[src/rtl/chdq_pkg.sv]
// chdq_pkg: shared types and constants of the character deque engine
// operation and status codes, controller states, command and status structs
// no dependencies
package chdq_pkg;

	// default number of ring entries
	localparam int DEPTH_DEF = 32;

	// stream payload widths
	localparam int S_DATA_W = 16;
	localparam int M_DATA_W = 8;
	localparam int M_USER_W = 2;

	// operation codes carried in the input item
	typedef enum logic [2:0] {
		OP_PUSH_FRONT = 3'd0,
		OP_PUSH_BACK  = 3'd1,
		OP_POP_FRONT  = 3'd2,
		OP_POP_BACK   = 3'd3,
		OP_DUMP       = 3'd4
	} op_t;

	// result status codes
	typedef enum logic [1:0] {
		STAT_DATA  = 2'd0,
		STAT_EMPTY = 2'd1,
		STAT_FULL  = 2'd2
	} status_t;

	// controller states
	typedef enum logic [1:0] {
		S_IDLE,
		S_STATUS,
		S_WAIT,
		S_DUMP
	} state_t;

	// commands from controller to datapath
	typedef struct packed {
		logic    wr_front;
		logic    wr_back;
		logic    pop_front;
		logic    pop_back;
		logic    idx_clear;
		logic    dump_rd;
		logic    rd_take;
		logic    stat_load;
		status_t stat_code;
	} cmd_t;

	// status from datapath to controller
	typedef struct packed {
		logic empty;
		logic full;
		logic rd_valid;
		logic rd_last;
		logic out_free;
		logic dump_more;
	} sts_t;

endpackage

[src/rtl/chdq_dpath.sv]
// chdq_dpath: ring store, front and count registers, read stage and output register
// driven by commands from chdq_ctrl
// depends on chdq_pkg
module chdq_dpath #(
	parameter int DEPTH = chdq_pkg::DEPTH_DEF
) (
	input  logic             clk,
	input  logic             arst_n,
	input  chdq_pkg::cmd_t   cmd,
	input  logic [7:0]       char_in,
	output chdq_pkg::sts_t   sts,
	output logic             out_valid,
	input  logic             out_ready,
	output logic [7:0]       out_char,
	output chdq_pkg::status_t out_status,
	output logic             out_last
);

	localparam int AW = (DEPTH > 1) ? $clog2(DEPTH) : 1;
	localparam int CW = $clog2(DEPTH + 1);

	// ring position: base plus offset, folded once
	function automatic logic [AW-1:0] ring_pos(input logic [AW-1:0] base,
		input logic [CW-1:0] off);
		logic [CW:0] sum;
		sum = {{(CW + 1 - AW){1'b0}}, base} + {1'b0, off};
		if (sum >= (CW + 1)'(DEPTH)) begin
			sum = sum - (CW + 1)'(DEPTH);
		end
		return sum[AW-1:0];
	endfunction

	logic [7:0]    mem_q [DEPTH];
	logic [AW-1:0] front_q;
	logic [CW-1:0] count_q;
	logic [CW-1:0] idx_q;
	logic          rd_valid_q;
	logic          rd_last_q;
	logic [7:0]    rd_data_q;
	logic          out_valid_q;
	logic [7:0]    out_char_q;
	chdq_pkg::status_t out_status_q;
	logic          out_last_q;

	logic [AW-1:0] front_dec;
	logic [AW-1:0] front_inc;
	logic [AW-1:0] wr_addr;
	logic [AW-1:0] rd_addr;
	logic [CW-1:0] idx_nxt;
	logic          wr_en;
	logic          rd_en;
	logic          pop;
	logic          out_free;

	// address arithmetic
	always_comb begin
		front_dec = (front_q == '0) ? AW'(DEPTH - 1) : front_q - 1'b1;
		front_inc = (front_q == AW'(DEPTH - 1)) ? '0 : front_q + 1'b1;
		idx_nxt   = idx_q + CW'(1);
		pop       = cmd.pop_front | cmd.pop_back;
		wr_en     = cmd.wr_front | cmd.wr_back;
		rd_en     = pop | cmd.dump_rd;
		wr_addr   = cmd.wr_front ? front_dec : ring_pos(front_q, count_q);
		if (cmd.pop_front) begin
			rd_addr = front_q;
		end else if (cmd.pop_back) begin
			rd_addr = ring_pos(front_q, count_q - CW'(1));
		end else begin
			rd_addr = ring_pos(front_q, idx_q);
		end
		out_free = !out_valid_q || out_ready;
	end

	// ring store, one write and one registered read per cycle
	always_ff @(posedge clk) begin
		if (wr_en) begin
			mem_q[wr_addr] <= char_in;
		end
		if (rd_en) begin
			rd_data_q <= mem_q[rd_addr];
			rd_last_q <= pop || (idx_nxt == count_q);
		end
	end

	// front, count and dump index
	always_ff @(posedge clk or negedge arst_n) begin
		if (!arst_n) begin
			front_q <= '0;
			count_q <= '0;
			idx_q   <= '0;
		end else begin
			if (cmd.wr_front) begin
				front_q <= front_dec;
			end else if (cmd.pop_front) begin
				front_q <= front_inc;
			end
			if (wr_en) begin
				count_q <= count_q + CW'(1);
			end else if (pop) begin
				count_q <= count_q - CW'(1);
			end
			if (cmd.idx_clear) begin
				idx_q <= '0;
			end else if (cmd.dump_rd) begin
				idx_q <= idx_nxt;
			end
		end
	end

	// read stage valid flag
	always_ff @(posedge clk or negedge arst_n) begin
		if (!arst_n) begin
			rd_valid_q <= 1'b0;
		end else if (rd_en) begin
			rd_valid_q <= 1'b1;
		end else if (cmd.rd_take) begin
			rd_valid_q <= 1'b0;
		end
	end

	// output register valid flag
	always_ff @(posedge clk or negedge arst_n) begin
		if (!arst_n) begin
			out_valid_q <= 1'b0;
		end else if (cmd.stat_load || cmd.rd_take) begin
			out_valid_q <= 1'b1;
		end else if (out_ready) begin
			out_valid_q <= 1'b0;
		end
	end

	// output register payload
	always_ff @(posedge clk) begin
		if (cmd.stat_load) begin
			out_char_q   <= '0;
			out_status_q <= cmd.stat_code;
			out_last_q   <= 1'b1;
		end else if (cmd.rd_take) begin
			out_char_q   <= rd_data_q;
			out_status_q <= chdq_pkg::STAT_DATA;
			out_last_q   <= rd_last_q;
		end
	end

	// status back to controller
	always_comb begin
		sts.empty     = (count_q == '0);
		sts.full      = (count_q == CW'(DEPTH));
		sts.rd_valid  = rd_valid_q;
		sts.rd_last   = rd_last_q;
		sts.out_free  = out_free;
		sts.dump_more = (idx_q < count_q);
	end

	assign out_valid  = out_valid_q;
	assign out_char   = out_char_q;
	assign out_status = out_status_q;
	assign out_last   = out_last_q;

	// a waiting result is never overwritten
	assert property (@(posedge clk) disable iff (!arst_n)
		(out_valid_q && !out_ready) |-> !(cmd.stat_load || cmd.rd_take))
		else $error("output register overwritten while stalled");

	// only a valid read stage is moved to the output
	assert property (@(posedge clk) disable iff (!arst_n)
		cmd.rd_take |-> rd_valid_q)
		else $error("read stage taken while empty");

	// fill count and front pointer stay within the ring
	assert property (@(posedge clk) disable iff (!arst_n)
		(count_q <= CW'(DEPTH)) && (front_q <= AW'(DEPTH - 1)))
		else $error("ring pointer out of range");

	// no push into a full ring and no pop from an empty one
	assert property (@(posedge clk) disable iff (!arst_n)
		!((cmd.wr_front || cmd.wr_back) && (count_q == CW'(DEPTH)))
		&& !((cmd.pop_front || cmd.pop_back) && (count_q == '0)))
		else $error("ring overflow or underflow");

endmodule

[src/rtl/chdq_ctrl.sv]
// chdq_ctrl: state machine that decodes operations and sequences pops and dumps
// issues commands to chdq_dpath and reads its status
// depends on chdq_pkg
module chdq_ctrl (
	input  logic           clk,
	input  logic           arst_n,
	input  logic           in_valid,
	output logic           in_ready,
	input  logic [2:0]     op_code,
	input  chdq_pkg::sts_t sts,
	output chdq_pkg::cmd_t cmd
);

	chdq_pkg::state_t  state_q;
	chdq_pkg::state_t  state_nxt;
	chdq_pkg::status_t stat_q;
	chdq_pkg::status_t stat_nxt;
	chdq_pkg::op_t     op;
	logic              take;
	logic              stat_set;

	assign op   = chdq_pkg::op_t'(op_code);
	assign take = sts.rd_valid && sts.out_free;

	// next state
	always_comb begin
		state_nxt = state_q;
		stat_nxt  = stat_q;
		stat_set  = 1'b0;
		unique case (state_q)
			chdq_pkg::S_IDLE: begin
				if (in_valid) begin
					unique case (op)
						chdq_pkg::OP_PUSH_FRONT, chdq_pkg::OP_PUSH_BACK: begin
							if (sts.full) begin
								stat_set = 1'b1;
								stat_nxt = chdq_pkg::STAT_FULL;
							end
						end
						chdq_pkg::OP_POP_FRONT, chdq_pkg::OP_POP_BACK: begin
							if (sts.empty) begin
								stat_set = 1'b1;
								stat_nxt = chdq_pkg::STAT_EMPTY;
							end else begin
								state_nxt = chdq_pkg::S_WAIT;
							end
						end
						chdq_pkg::OP_DUMP: begin
							if (sts.empty) begin
								stat_set = 1'b1;
								stat_nxt = chdq_pkg::STAT_EMPTY;
							end else begin
								state_nxt = chdq_pkg::S_DUMP;
							end
						end
						default: begin
						end
					endcase
					if (stat_set) begin
						state_nxt = chdq_pkg::S_STATUS;
					end
				end
			end
			chdq_pkg::S_STATUS: begin
				if (sts.out_free) begin
					state_nxt = chdq_pkg::S_IDLE;
				end
			end
			chdq_pkg::S_WAIT: begin
				if (take) begin
					state_nxt = chdq_pkg::S_IDLE;
				end
			end
			chdq_pkg::S_DUMP: begin
				if (take && sts.rd_last) begin
					state_nxt = chdq_pkg::S_IDLE;
				end
			end
			default: begin
				state_nxt = chdq_pkg::S_IDLE;
			end
		endcase
	end

	// state and pending status code
	always_ff @(posedge clk or negedge arst_n) begin
		if (!arst_n) begin
			state_q <= chdq_pkg::S_IDLE;
			stat_q  <= chdq_pkg::STAT_DATA;
		end else begin
			state_q <= state_nxt;
			stat_q  <= stat_nxt;
		end
	end

	// command outputs
	always_comb begin
		in_ready      = 1'b0;
		cmd           = '0;
		cmd.stat_code = stat_q;
		unique case (state_q)
			chdq_pkg::S_IDLE: begin
				in_ready = 1'b1;
				if (in_valid) begin
					unique case (op)
						chdq_pkg::OP_PUSH_FRONT: cmd.wr_front  = !sts.full;
						chdq_pkg::OP_PUSH_BACK:  cmd.wr_back   = !sts.full;
						chdq_pkg::OP_POP_FRONT:  cmd.pop_front = !sts.empty;
						chdq_pkg::OP_POP_BACK:   cmd.pop_back  = !sts.empty;
						chdq_pkg::OP_DUMP:       cmd.idx_clear = 1'b1;
						default: begin
						end
					endcase
				end
			end
			chdq_pkg::S_STATUS: begin
				cmd.stat_load = sts.out_free;
			end
			chdq_pkg::S_WAIT: begin
				cmd.rd_take = take;
			end
			chdq_pkg::S_DUMP: begin
				cmd.rd_take = take;
				cmd.dump_rd = sts.dump_more && (!sts.rd_valid || take);
			end
			default: begin
			end
		endcase
	end

	// input is taken only in idle
	assert property (@(posedge clk) disable iff (!arst_n)
		in_ready |-> (state_q == chdq_pkg::S_IDLE))
		else $error("input ready outside idle");

	// a dump read is only issued while the read stage can take it
	assert property (@(posedge clk) disable iff (!arst_n)
		cmd.dump_rd |-> (!sts.rd_valid || cmd.rd_take))
		else $error("dump read would overrun read stage");

	// a pop always leads to the wait state
	assert property (@(posedge clk) disable iff (!arst_n)
		(cmd.pop_front || cmd.pop_back) |=> (state_q == chdq_pkg::S_WAIT))
		else $error("pop not followed by wait");

endmodule

[src/rtl/char_deque_engine.sv]
// char_deque_engine: double-ended byte queue in a ring of DEPTH entries
// a successful push gives no result; a pop or a rejected push/pop loads its result into the output
// register, a pop via the read stage and a rejection via the status state, then input reopens
// dump of N bytes: each byte goes via the read stage to the output register, one per cycle
// output stalls stretch pops and dumps; the next item enters while a result waits
// reset: asynchronous, clears pointers, count and handshake state; store contents stay undefined
module char_deque_engine #(
	parameter int DEPTH = chdq_pkg::DEPTH_DEF
) (
	input  logic                          clk,
	input  logic                          arst_n,
	input  logic                          s_tvalid,
	output logic                          s_tready,
	input  logic [chdq_pkg::S_DATA_W-1:0] s_tdata,  // operation[2:0], char_in[10:3], zero
	output logic                          m_tvalid,
	input  logic                          m_tready,
	output logic [chdq_pkg::M_DATA_W-1:0] m_tdata,  // char_out[7:0]
	output logic [chdq_pkg::M_USER_W-1:0] m_tuser,  // status[1:0]
	output logic                          m_tlast   // last_of_run
);

	chdq_pkg::cmd_t    cmd;
	chdq_pkg::sts_t    sts;
	chdq_pkg::status_t out_status;

	// operation decode and sequencing
	chdq_ctrl u_ctrl (
		.clk      (clk),
		.arst_n   (arst_n),
		.in_valid (s_tvalid),
		.in_ready (s_tready),
		.op_code  (s_tdata[2:0]),
		.sts      (sts),
		.cmd      (cmd)
	);

	// ring store and output register
	chdq_dpath #(
		.DEPTH (DEPTH)
	) u_dpath (
		.clk        (clk),
		.arst_n     (arst_n),
		.cmd        (cmd),
		.char_in    (s_tdata[10:3]),
		.sts        (sts),
		.out_valid  (m_tvalid),
		.out_ready  (m_tready),
		.out_char   (m_tdata),
		.out_status (out_status),
		.out_last   (m_tlast)
	);

	assign m_tuser = out_status;

endmodule
[config.mk]
export PLATFORM = sky130hd
export DESIGN_NAME = char_deque_engine
export DESIGN_NICKNAME = d
export VERILOG_FILES = /design/src/rtl/chdq_pkg.sv /design/src/rtl/chdq_dpath.sv /design/src/rtl/chdq_ctrl.sv /design/src/rtl/char_deque_engine.sv
export SDC_FILE = /design/constraint.sdc
export NUM_CORES = 1
export LEC_CHECK = 0
export BUFFER_PORTS_ARGS = -buffer_cell sky130_fd_sc_hd__clkbuf_2
export CORE_MARGIN = 5
export CORE_UTILIZATION = 25
export DETAILED_ROUTE_END_ITERATION = 10
export SETUP_SLACK_MARGIN = 0.05
export SLEW_MARGIN = 20
export SYNTH_ARGS = -nofsm -noshare
export SYNTH_HDL_FRONTEND = slang
export SYNTH_HIERARCHICAL = 1
export SYNTH_SLANG_ARGS = --single-unit
[constraint.sdc]
create_clock -name clk -period 3.8 [get_ports clk]
set_input_delay 0.57 -clock clk [delete_from_list [all_inputs] [get_ports clk]]
set_output_delay 0.57 -clock clk [all_outputs]
set_load 0.1 [all_outputs]
After elaboration in Yosys (flattened, before gate mapping)
Memory sizes are Yosys's and may differ from the RTL's. A register that Yosys moved wholly into a read port is not among the register bits.
Cells that the tools add are included.
Storage, ports and cells
  register bits: 35
  memory bits (writable): 256
  bits of input ports: 20
  output and inout bits: 13
  word-level logic and storage cells: 127
  memories kept: 1
Operators by class
  $add $sub $neg: 11
  $lt $le $gt $ge: 4
  equality and inequality tests: 19
  mux-type cells: 50
  bitwise logic cells: 3
  reductions and logical operators: 28
Memory list
  u_dpath.mem_q: words 32, bits a word 8, rd ports 1, clocked after Yosys merged registers in 1, write ports 1, line chdq_dpath.sv:33  | logic [7:0] mem_q [DEPTH];
Operator list (number)
  5-bit two-way mux: 12
  6-bit two-way mux: 4
  2-bit two-way mux: 11
  5-bit by 6-bit adder with 7-bit output: 3
  7-bit by 6-bit >= comparator with 1-bit output (second input constant): 3
  5-bit by 1-bit subtractor with 5-bit output (second input constant): 4
  1-bit two-way mux: 19
  2-bit nonzero test: 7
  6-bit by 1-bit adder with 6-bit output (second input constant): 2
  4-bit != test (second input constant): 3
  2-bit by 1-bit != test with 1-bit output (second input constant): 5
  2-bit one-hot mux with 2 select lines: 2
  2-bit one-hot mux with 4 select lines: 1
  7-bit AND reduction: 1
  3-bit by 2-bit == test with 1-bit output (second input constant): 2
  6-bit == test: 1
  6-bit == test (second input constant): 1
  6-bit zero test: 1
  6-bit < comparator: 1
  2-bit OR reduction: 3
  6-bit by 1-bit subtractor with 6-bit output (second input constant): 1
  5-bit by 1-bit adder with 5-bit output (second input constant): 1
  5-bit == test (second input constant): 1
  5-bit zero test: 1
  other kinds (14): 25

Logic depth before layout (Yosys ltp)
Gate-level depths: netlist (run 1).
  depth after elaboration: 8
  mapped depth: 16
  mapped depth without buffers: 14

Hierarchy
The synthesis (run 1) kept the hierarchy.
By module, submodules not included
  chdq_dpath: times used 1, cells an instance 1070, area an instance 12854.8 µm², sequential area each 8673.3 µm²
  chdq_ctrl: times used 1, cells an instance 45, area an instance 314.1 µm², sequential area each 100.1 µm²

Least setup slack after synthesis (run 1)
OpenSTA, ideal clock, no wires.
  kind: input -> register
  from: input s_tvalid
  to: register u_dpath.rd_data_q[0], read port of u_dpath.mem_q (data pin)
  library setup time: 0.260 ns
  arrival time: 3.668 ns
  data required time: 3.540 ns
  slack: -0.128 ns
  stages: 16
  path buffers: 3
  path through: or3b_1 > buf_2 > nor2_1 > nand2_1 > nor2_1 > buf_1 > mux2i_1 > ha_1 > fa_1 > xnor2_1 > a32o_1 > buf_2 > nand3_1 > nand4_1 > mux2i_1 > mux2_2
RTL lines
  from (decl): line char_deque_engine.sv:12  | input logic s_tvalid,
  to (decl): line chdq_dpath.sv:39  | logic [7:0] rd_data_q;

==> results of run 1 <==
==> flip-flops by register name, summed over array words and instances (netlist names) <==
| name | count |
|---|---|
| u_ctrl/stat_q | 2 |
| u_ctrl/state_q | 2 |
| u_dpath/count_q | 6 |
| u_dpath/front_q | 5 |
| u_dpath/idx_q | 6 |
| u_dpath/mem_q | 256 |
| u_dpath/out_char | 8 |
| u_dpath/out_last | 1 |
| u_dpath/out_status | 2 |
| u_dpath/out_valid | 1 |
| u_dpath/rd_data_q | 8 |
| u_dpath/rd_last_q | 1 |
| u_dpath/rd_valid_q | 1 |
==> cells in the final DEF (no fill, tap or decap), drive strengths merged, types with 8 or more instances in the layout <==
master  instances
clkinv         12
inv            16
mux2            9
dfrtp          23
nor3            9
o21ai          15
clkbuf         73
xor2           12
buf            79
xnor2          18
nand4          34
nand2         289
mux2i          29
nor2b           8
nor2           69
a21oi          18
ha             21
dfxtp           9
nand2b          9
nand3         136
edfxtp        267
==> timing repair <==
item,in CTS,in global routing
hold endpoints to repair,0,0
pin swaps,2,13
gates cloned,0,3
buffers inserted,1,4
setup endpoints to repair,8,8
resized for setup,8,23
==> worst max-delay path: cells and delay by family, from the launching register on <==
| family | cells | cell delay, ns |
|---|---|---|
| buffers and inverters | 2 | 0.30 |
| adder cells (fa/ha/maj) | 2 | 0.75 |
| flip-flops | 1 | 0.38 |
| AND/OR/NAND/NOR | 7 | 1.15 |
| multiplexers | 3 | 0.76 |
| AO/OA/AOI/OAI | 1 | 0.25 |
==> metal layers <==
metal  share of wire (%)  up-vias
met5                   0        -
met3                 5.4       40
met1                  44     4246
li1                    -     4140
met4                 1.9        0
met2                  48      173
==> layout make-up <==
type | count | area, µm² | area share, %
Sequential cell | 299 | 8770 | 55.0
Tap cell | 688 | 861 | 5.39
Clock buffer | 43 | 885 | 5.54
Clock inverter | 19 | 169 | 1.06
Inverter | 14 | 52.6 | 0.329
Timing Repair Buffer | 109 | 1030 | 6.47
Multi-Input combinational cell | 737 | 4190 | 26.3
==> through the flow <==
stage | setup slack, ns | power (W) | TNS [ns] | hold slack [ns]
after floorplan | 0.0900 | 0.00864 | 0 | 0.274
after global placement | -0.170 | 0.0110 | -1.24 | 0.463
after detailed placement | -0.220 | 0.0111 | -1.67 | 0.472
after CTS | 0.0674 | 0.0143 | 0 | 0.0836
after global routing | 0.00487 | 0.0156 | 0 | 0.119
final | 0.0859 | 0.0148 | 0 | 0.0785
==> cell families (layout without fill, tap and decap cells) <==
kind of cell / Yosys count / count (layout)
flip-flops: 299 / 299
adder cells (fa/ha/maj): 23 / 23
XOR/XNOR: 30 / 30
AND/OR/NAND/NOR: 578 / 578
multiplexers: 38 / 38
AO/OA/AOI/OAI: 68 / 68
buffers and inverters: 79 / 185
==> power breakdown <==
group          switching, W  internal (W)  total (W)
Sequential         0.000210       0.00392    0.00413
Clock               0.00133       0.00175    0.00308
Combinational       0.00468       0.00287    0.00755
==> final timing paths <==
path	slack, ns	depth (start not counted)	from	to
worst min register to register	0.48	2	u_dpath/rd_data_q[7]	u_dpath/out_char[7]
max in group asynchronous	3.27	1	arst_n	u_dpath/front_q[3]
worst max-delay path	0.09	15	u_ctrl/state_q[0]	u_dpath/rd_data_q[4]
worst min-delay path	0.08	1	arst_n	u_dpath/front_q[0]
worst max register to register	0.09	15	u_ctrl/state_q[0]	u_dpath/rd_data_q[4]
min in group clk	0.44	3	m_tready	u_dpath/out_valid
==> reports/summary.json, run 1 <==
{
  "kind_of_start_point_of_the_critical_path": {"value": "flip-flop"},
  "critPathRequiredTime": {"value": 4.18, "unit": "ns"},
  "grt_setup_unrepaired": {"value": "true"},
  "total_global_route_track_usage": {"value": 10.4, "unit": "%"},
  "core_region_area": {"value": 0.0523, "unit": "mm²"},
  "grt.met3_usage": {"value": 2.11, "unit": "%"},
  "drt-total-wl": {"value": 31200, "unit": "µm"},
  "fmax": {"value": 269, "unit": "MHz"},
  "die_x": {"value": 240, "unit": "µm"},
  "timing_hold_violations_final": {"value": 0},
  "synth-simple-area-share": {"value": 19.6, "unit": "%"},
  "synth.mux.area_fraction": {"value": 2.97, "unit": "%"},
  "worst_hold_path_type": {"value": "in2async"},
  "final_period_minus_worst_setup_slack": {"value": 3.71, "unit": "ns"},
  "gp_routability_congestion": {"value": 0.827},
  "report.final.setup_viol": {"value": 0},
  "post-synth-top-count-cell": {"value": "nand2_1"},
  "grt_most_used_layer": {"value": "met2"},
  "use_met1": {"value": 14.0, "unit": "%"},
  "synthXorXnorAreaFrac": {"value": 2.05, "unit": "%"},
  "cell_taking_the_most_area_after_synthesis": {"value": "edfxtp_1"},
  "synth_compound_gate_area_share": {"value": 3.58, "unit": "%"},
  "dpl_cell_area": {"value": 0.0147, "unit": "mm²"},
  "static_leakage_power": {"value": 5.72, "unit": "nW"},
  "synth.lib_cells_used.distinct": {"value": 62},
  "crit_path_max_fanout": {"value": 14},
  "final_antenna_net_count": {"value": 0},
  "area_delta_synth_final": {"value": 21.2, "unit": "%"},
  "drv_slew": {"value": 0},
  "global_route_wire_length_before_repair": {"value": 47800, "unit": "µm"},
  "postSynthAreaPerCell": {"value": 11.8, "unit": "µm²"},
  "cap_viol_max_count": {"value": 0},
  "tritoncts": {"value": "yes"},
  "place.port_buffers": {"value": 27},
  "starting_density": {"value": 25.2, "unit": "%"},
  "design_area": {"value": 0.0160, "unit": "mm²"},
  "drt_iter0_drc": {"value": 639},
  "worstSetupPathType": {"value": "reg2reg"},
  "vdd_ir_drop_max": {"value": 0.470, "unit": "mV"},
  "outcome": {"value": "finished clean"},
  "timing_worst_slew_pin_value": {"value": 0.720, "unit": "ns"},
  "antenna_cells": {"value": 0},
  "htree_levels": {"value": 2},
  "critical_path.slowest_cell": {"value": "fa_2"},
  "synth_top_area_share": {"value": 60.9, "unit": "%"},
  "drt_pre_antenna_iters": {"value": 5},
  "clock_sink_count": {"value": 299},
  "detailed_place_hpwl": {"value": 19900, "unit": "µm"},
  "timing.critical_path.arrival": {"value": 4.09, "unit": "ns"},
  "hold_buffer_count_at_cts": {"value": 0},
  "synthArstFlopShare": {"value": 7.69, "unit": "%"},
  "use_met2": {"value": 17.2, "unit": "%"},
  "utilization": {"value": 30.5, "unit": "%"},
  "antenna_found_initial": {"value": 0},
  "post_route_clock_skew": {"value": 0.0254, "unit": "ns"},
  "postSynth.topFlopCell": {"value": "edfxtp_1"},
  "routed_via_density": {"value": 4.50},
  "gr-total-overflow": {"value": 0},
  "placement_rows": {"value": 84},
  "cts.path.max_buffers": {"value": 3},
  "layoutNonFillerInstCount": {"value": 1909},
  "netlist_top_cells_area": {"value": "edfxtp_1 61%, nand2_1 8.2%, nand3_1 5.1%, dfrtp_1 4.4%, mux2i_1 2.2%"},
  "synth_commonest_cells": {"value": "289 x nand2_1, 267 x edfxtp_1, 134 x nand3_1"},
  "grt_start_max_net_pins": {"value": 60},
  "synth_seq_cells": {"value": 299},
  "max_slew_margin": {"value": 52.0, "unit": "%"},
  "post-place-cells": {"value": 1839},
  "vias": {"value": 8599},
  "die_height": {"value": 240, "unit": "µm"},
  "clock_insertion_delay_at_the_later_pin_of_the_skew_report": {"value": 0.53, "unit": "ns"},
  "share_of_post_route_cells_with_drive_strength_above_1": {"value": 16.4, "unit": "%"},
  "cts_made_buffers": {"value": 34},
  "fillCellCount": {"value": 5237},
  "fin_nets": {"value": 1238},
  "worstPathCellList": {"value": "or3b_4 > nor2_4 > nand2_2 > nor2_4 > mux2i_2 > ha_2 > fa_2 > nor2b_1 > a32o_2 > buf_12 > buf_12 > nand3_1 > nand4_1 > mux2i_1 > mux2_4"},
  "io_pins": {"value": 33},
  "post-route-drc-count": {"value": 0},
  "ys.warnings.count": {"value": 6},
  "synth_top_family_by_area": {"value": "simple AND/OR/NAND/NOR gates"},
  "synth_enable_flop_cells": {"value": 267},
  "avgRoutedWirePerCell": {"value": 16.3, "unit": "µm"},
  "crit_path_capture_type": {"value": "flip-flop"},
  "fraction_of_the_mapped_netlist_area_in_adder_cells": {"value": 2.30, "unit": "%"},
  "die-area": {"value": 0.0574, "unit": "mm²"},
  "synth.cell_area": {"value": 0.0132, "unit": "mm²"},
  "powerDensity": {"value": 924, "unit": "mW/mm²"},
  "min_period_over_period": {"value": 97.7, "unit": "%"},
  "grt_pass1_vias": {"value": 8465},
  "cts.reportedPaths.clkPinSlew": {"value": 0.07, "unit": "ns"},
  "seq_area_frac_synth": {"value": 66.6, "unit": "%"},
  "cts_root_buf": {"value": "clkbuf_16"},
  "netlist_instances": {"value": 1115},
  "synthesis.nets": {"value": 1158},
  "cp_slowest_stage_delay": {"value": 0.50, "unit": "ns"}
}
(Power assumes the default switching activity.)
==> run 2, diff against run 1 <==
MAX_ROUTING_LAYER = met4   (was unset)
==> run 2 against run 1 <==
Critical path depth did not move. Count of clock-buffer cells in the layout did not move. Clock power barely moved. Die area did not move. First-iteration DRC count fell by 3.3%. Largest cell class unchanged. Largest power group unchanged.
==> reports/summary.json, run 2 (synthesis results as in run 1) <==
{
  "r2r-start": {"value": "u_ctrl/state_q[0]"},
  "cts.path.max_buffers": {"value": 3, "change": "unchanged"},
  "hold_buffer_count_at_cts": {"value": 0, "change": "unchanged"},
  "cap_viol_max_count": {"value": 0, "change": "unchanged"},
  "crit_path_capture_type": {"value": "flip-flop"},
  "final_period_minus_worst_setup_slack": {"value": 3.72, "unit": "ns", "change": "+0.00951 ns"},
  "drt_pre_antenna_iters": {"value": 5, "change": "unchanged"},
  "drt-total-wl": {"value": 31100, "unit": "µm", "change": "-0.43%"},
  "place.port_buffers": {"value": 27, "change": "unchanged"},
  "worst_r2r_endpoint": {"value": "u_dpath/rd_data_q[0]"},
  "powerDensity": {"value": 924, "unit": "mW/mm²", "change": "about the same"},
  "antenna_found_initial": {"value": 0, "change": "unchanged"},
  "grt_setup_unrepaired": {"value": "true"},
  "min_period_over_period": {"value": 98.0, "unit": "%", "change": "+0.25 points"},
  "static_leakage_power": {"value": 5.72, "unit": "nW", "change": "unchanged"},
  "timing_hold_violations_final": {"value": 0, "change": "unchanged"},
  "clock_insertion_delay_at_the_later_pin_of_the_skew_report": {"value": 0.53, "unit": "ns", "change": "about the same"},
  "worstSetupPathType": {"value": "reg2reg"},
  "timing_worst_slew_pin_value": {"value": 0.735, "unit": "ns", "change": "+0.0152 ns"},
  "critical_path.endpoint": {"value": "u_dpath/rd_data_q[0]"},
  "layout_commonest_cell": {"value": "nand2_1"},
  "kind_of_start_point_of_the_critical_path": {"value": "flip-flop"},
  "report.final.setup_viol": {"value": 0, "change": "unchanged"},
  "max_slew_margin": {"value": 50.8, "unit": "%", "change": "-1.2 points"},
  "crit_path_max_fanout": {"value": 14, "change": "unchanged"},
  "final_critical_path_setup_slack": {"value": 0.0764, "unit": "ns", "change": "-0.00951 ns"},
  "grt_start_max_net_pins": {"value": 60, "change": "unchanged"},
  "antenna_cells": {"value": 0, "change": "unchanged"},
  "design_area": {"value": 0.0160, "unit": "mm²", "change": "unchanged"},
  "fillCellCount": {"value": 5237, "change": "unchanged"},
  "drt_iter0_drc": {"value": 618, "change": "-3.3%"},
  "dpl_cell_area": {"value": 0.0147, "unit": "mm²", "change": "unchanged"},
  "die_x": {"value": 240, "unit": "µm", "change": "unchanged"},
  "regToRegSetupSlack": {"value": 0.08, "unit": "ns", "change": "about the same"},
  "clock_sink_count": {"value": 299, "change": "unchanged"},
  "placement_rows": {"value": 84, "change": "unchanged"},
  "final_total_power": {"value": 0.0147, "unit": "W", "change": "about the same"},
  "post_route_clock_skew": {"value": 0.0256, "unit": "ns", "change": "+0.000177 ns"},
  "largest-register": {"value": "u_dpath/mem_q"},
  "total_global_route_track_usage": {"value": 10.7, "unit": "%", "change": "+0.31 points"},
  "cts_root_buf": {"value": "clkbuf_16"},
  "share_of_post_route_cells_with_drive_strength_above_1": {"value": 16.4, "unit": "%", "change": "unchanged"},
  "starting_density": {"value": 25.2, "unit": "%", "change": "unchanged"},
  "gp_routability_congestion": {"value": 0.839, "change": "+1.5%"},
  "drv_slew": {"value": 0, "change": "unchanged"},
  "avgRoutedWirePerCell": {"value": 16.3, "unit": "µm", "change": "-0.43%"},
  "place_ws": {"value": -0.220, "unit": "ns", "change": "unchanged"},
  "largest_register_ff_count": {"value": 256, "change": "unchanged"},
  "hold_slack": {"value": 0.0728, "unit": "ns", "change": "-0.00576 ns"},
  "cts_made_buffers": {"value": 34, "change": "unchanged"},
  "core_region_area": {"value": 0.0523, "unit": "mm²", "change": "unchanged"},
  "global_route_wire_length_before_repair": {"value": 47800, "unit": "µm", "change": "about the same"},
  "worst_hold_path_type": {"value": "in2async"},
  "layoutNonFillerInstCount": {"value": 1909, "change": "unchanged"},
  "outcome": {"value": "finished clean"},
  "post-place-cells": {"value": 1839, "change": "unchanged"},
  "routed_via_density": {"value": 4.51, "change": "+0.17%"},
  "grt_pass1_vias": {"value": 8454, "change": "-0.13%"},
  "fmax": {"value": 269, "unit": "MHz", "change": "-0.26%"},
  "timing.reg2reg.worst_path_depth": {"value": 15, "change": "unchanged"},
  "vdd_ir_drop_max": {"value": 0.466, "unit": "mV", "change": "-0.65%"},
  "final_antenna_net_count": {"value": 0, "change": "unchanged"},
  "cts.reportedPaths.clkPinSlew": {"value": 0.07, "unit": "ns", "change": "about the same"},
  "timing.critical_path.arrival": {"value": 4.10, "unit": "ns", "change": "about the same"},
  "gr-total-overflow": {"value": 0, "change": "unchanged"},
  "post-route-drc-count": {"value": 0, "change": "unchanged"},
  "fin_nets": {"value": 1238, "change": "unchanged"},
  "timing.critical_path.from": {"value": "u_ctrl/state_q[0]"},
  "htree_levels": {"value": 2, "change": "unchanged"},
  "tritoncts": {"value": "yes"},
  "area_delta_synth_final": {"value": 21.2, "unit": "%", "change": "unchanged"},
  "die_height": {"value": 240, "unit": "µm", "change": "unchanged"},
  "critPathRequiredTime": {"value": 4.17, "unit": "ns", "change": "about the same"},
  "die-area": {"value": 0.0574, "unit": "mm²", "change": "unchanged"},
  "io_pins": {"value": 33, "change": "unchanged"},
  "final_cell_mix": {"value": "288 x nand2_1, 267 x edfxtp_1, 131 x nand3_1, 66 x nor2_1, 60 x buf_4"},
  "vias": {"value": 8614, "change": "+0.17%"},
  "detailed_place_hpwl": {"value": 19900, "unit": "µm", "change": "unchanged"}
}
## run 2: cell counts in the layout (fill, tap and decap cells not counted)
Identical to the previous run, type by type.
## run 2: area by class of cell
type | count | area, µm² | share of cell area [%]
Sequential cell | 299 | 8770 | 55.0
Multi-Input combinational cell | 737 | 4190 | 26.3
Timing Repair Buffer | 109 | 1030 | 6.47
Clock buffer | 43 | 885 | 5.54
Tap cell | 688 | 861 | 5.39
Clock inverter | 19 | 169 | 1.06
Inverter | 14 | 52.6 | 0.329
## run 2: critical path, stage by stage (launching register included)
cell and delay (ns):
dfrtp_1 0.38, or3b_4 0.42, nor2_4 0.12, nand2_2 0.08, nor2_4 0.13, mux2i_2 0.27
ha_2 0.25, fa_2 0.50, nor2b_1 0.17, a32o_2 0.25, buf_12 0.16, buf_4 0.14
nand3_1 0.06, nand4_1 0.09, mux2i_1 0.32, mux2_2 0.26
## run 2: worst min-delay path by stage
stage | cells after the start | endpoint | slack (ns) | startpoint
floorplan | 0 | u_ctrl/stat_q[0] | 0.27 | arst_n
global placement | 2 | u_dpath/out_char[6] | 0.46 | u_dpath/rd_data_q[6]
detailed placement | 2 | u_dpath/out_char[7] | 0.47 | u_dpath/rd_data_q[7]
CTS | 1 | u_dpath/count_q[1] | 0.08 | arst_n
global route | 1 | u_dpath/count_q[1] | 0.12 | arst_n
finish | 1 | u_dpath/count_q[0] | 0.07 | arst_n
## run 2: metal layers
| layer | up-vias | part of all wire, % | GRT usage [%] |
|---|---|---|---|
| met5 | - | 0 | - |
| met4 | 0 | 2.1 | 2.68 |
| met3 | 44 | 6.3 | 2.11 |
| met2 | 229 | 48 | 17.2 |
| met1 | 4197 | 43 | 14.0 |
| li1 | 4144 | - | - |
## run 2: stage by stage
step	TNS, ns	util [%]
after floorplan	0	-
after global routing	0	30.5
final	0	30.5
after global placement	-1.24	28.0
after CTS	0	30.1
after detailed placement	-1.67	28.0
## run 2: what timing repair did
item / CTS / global route
gates resized for setup: 8 / 23
setup endpoints to repair: 8 / 8
pin swaps: 2 / 13
buffers inserted: 1 / 4
gates cloned: 0 / 3
hold endpoints to repair: 0 / 0
## run 2: where the power goes
part	internal, W	switching (W)	total, W
Combinational	0.00287	0.00467	0.00754
Clock	0.00175	0.00133	0.00308
Sequential	0.00392	0.000209	0.00413
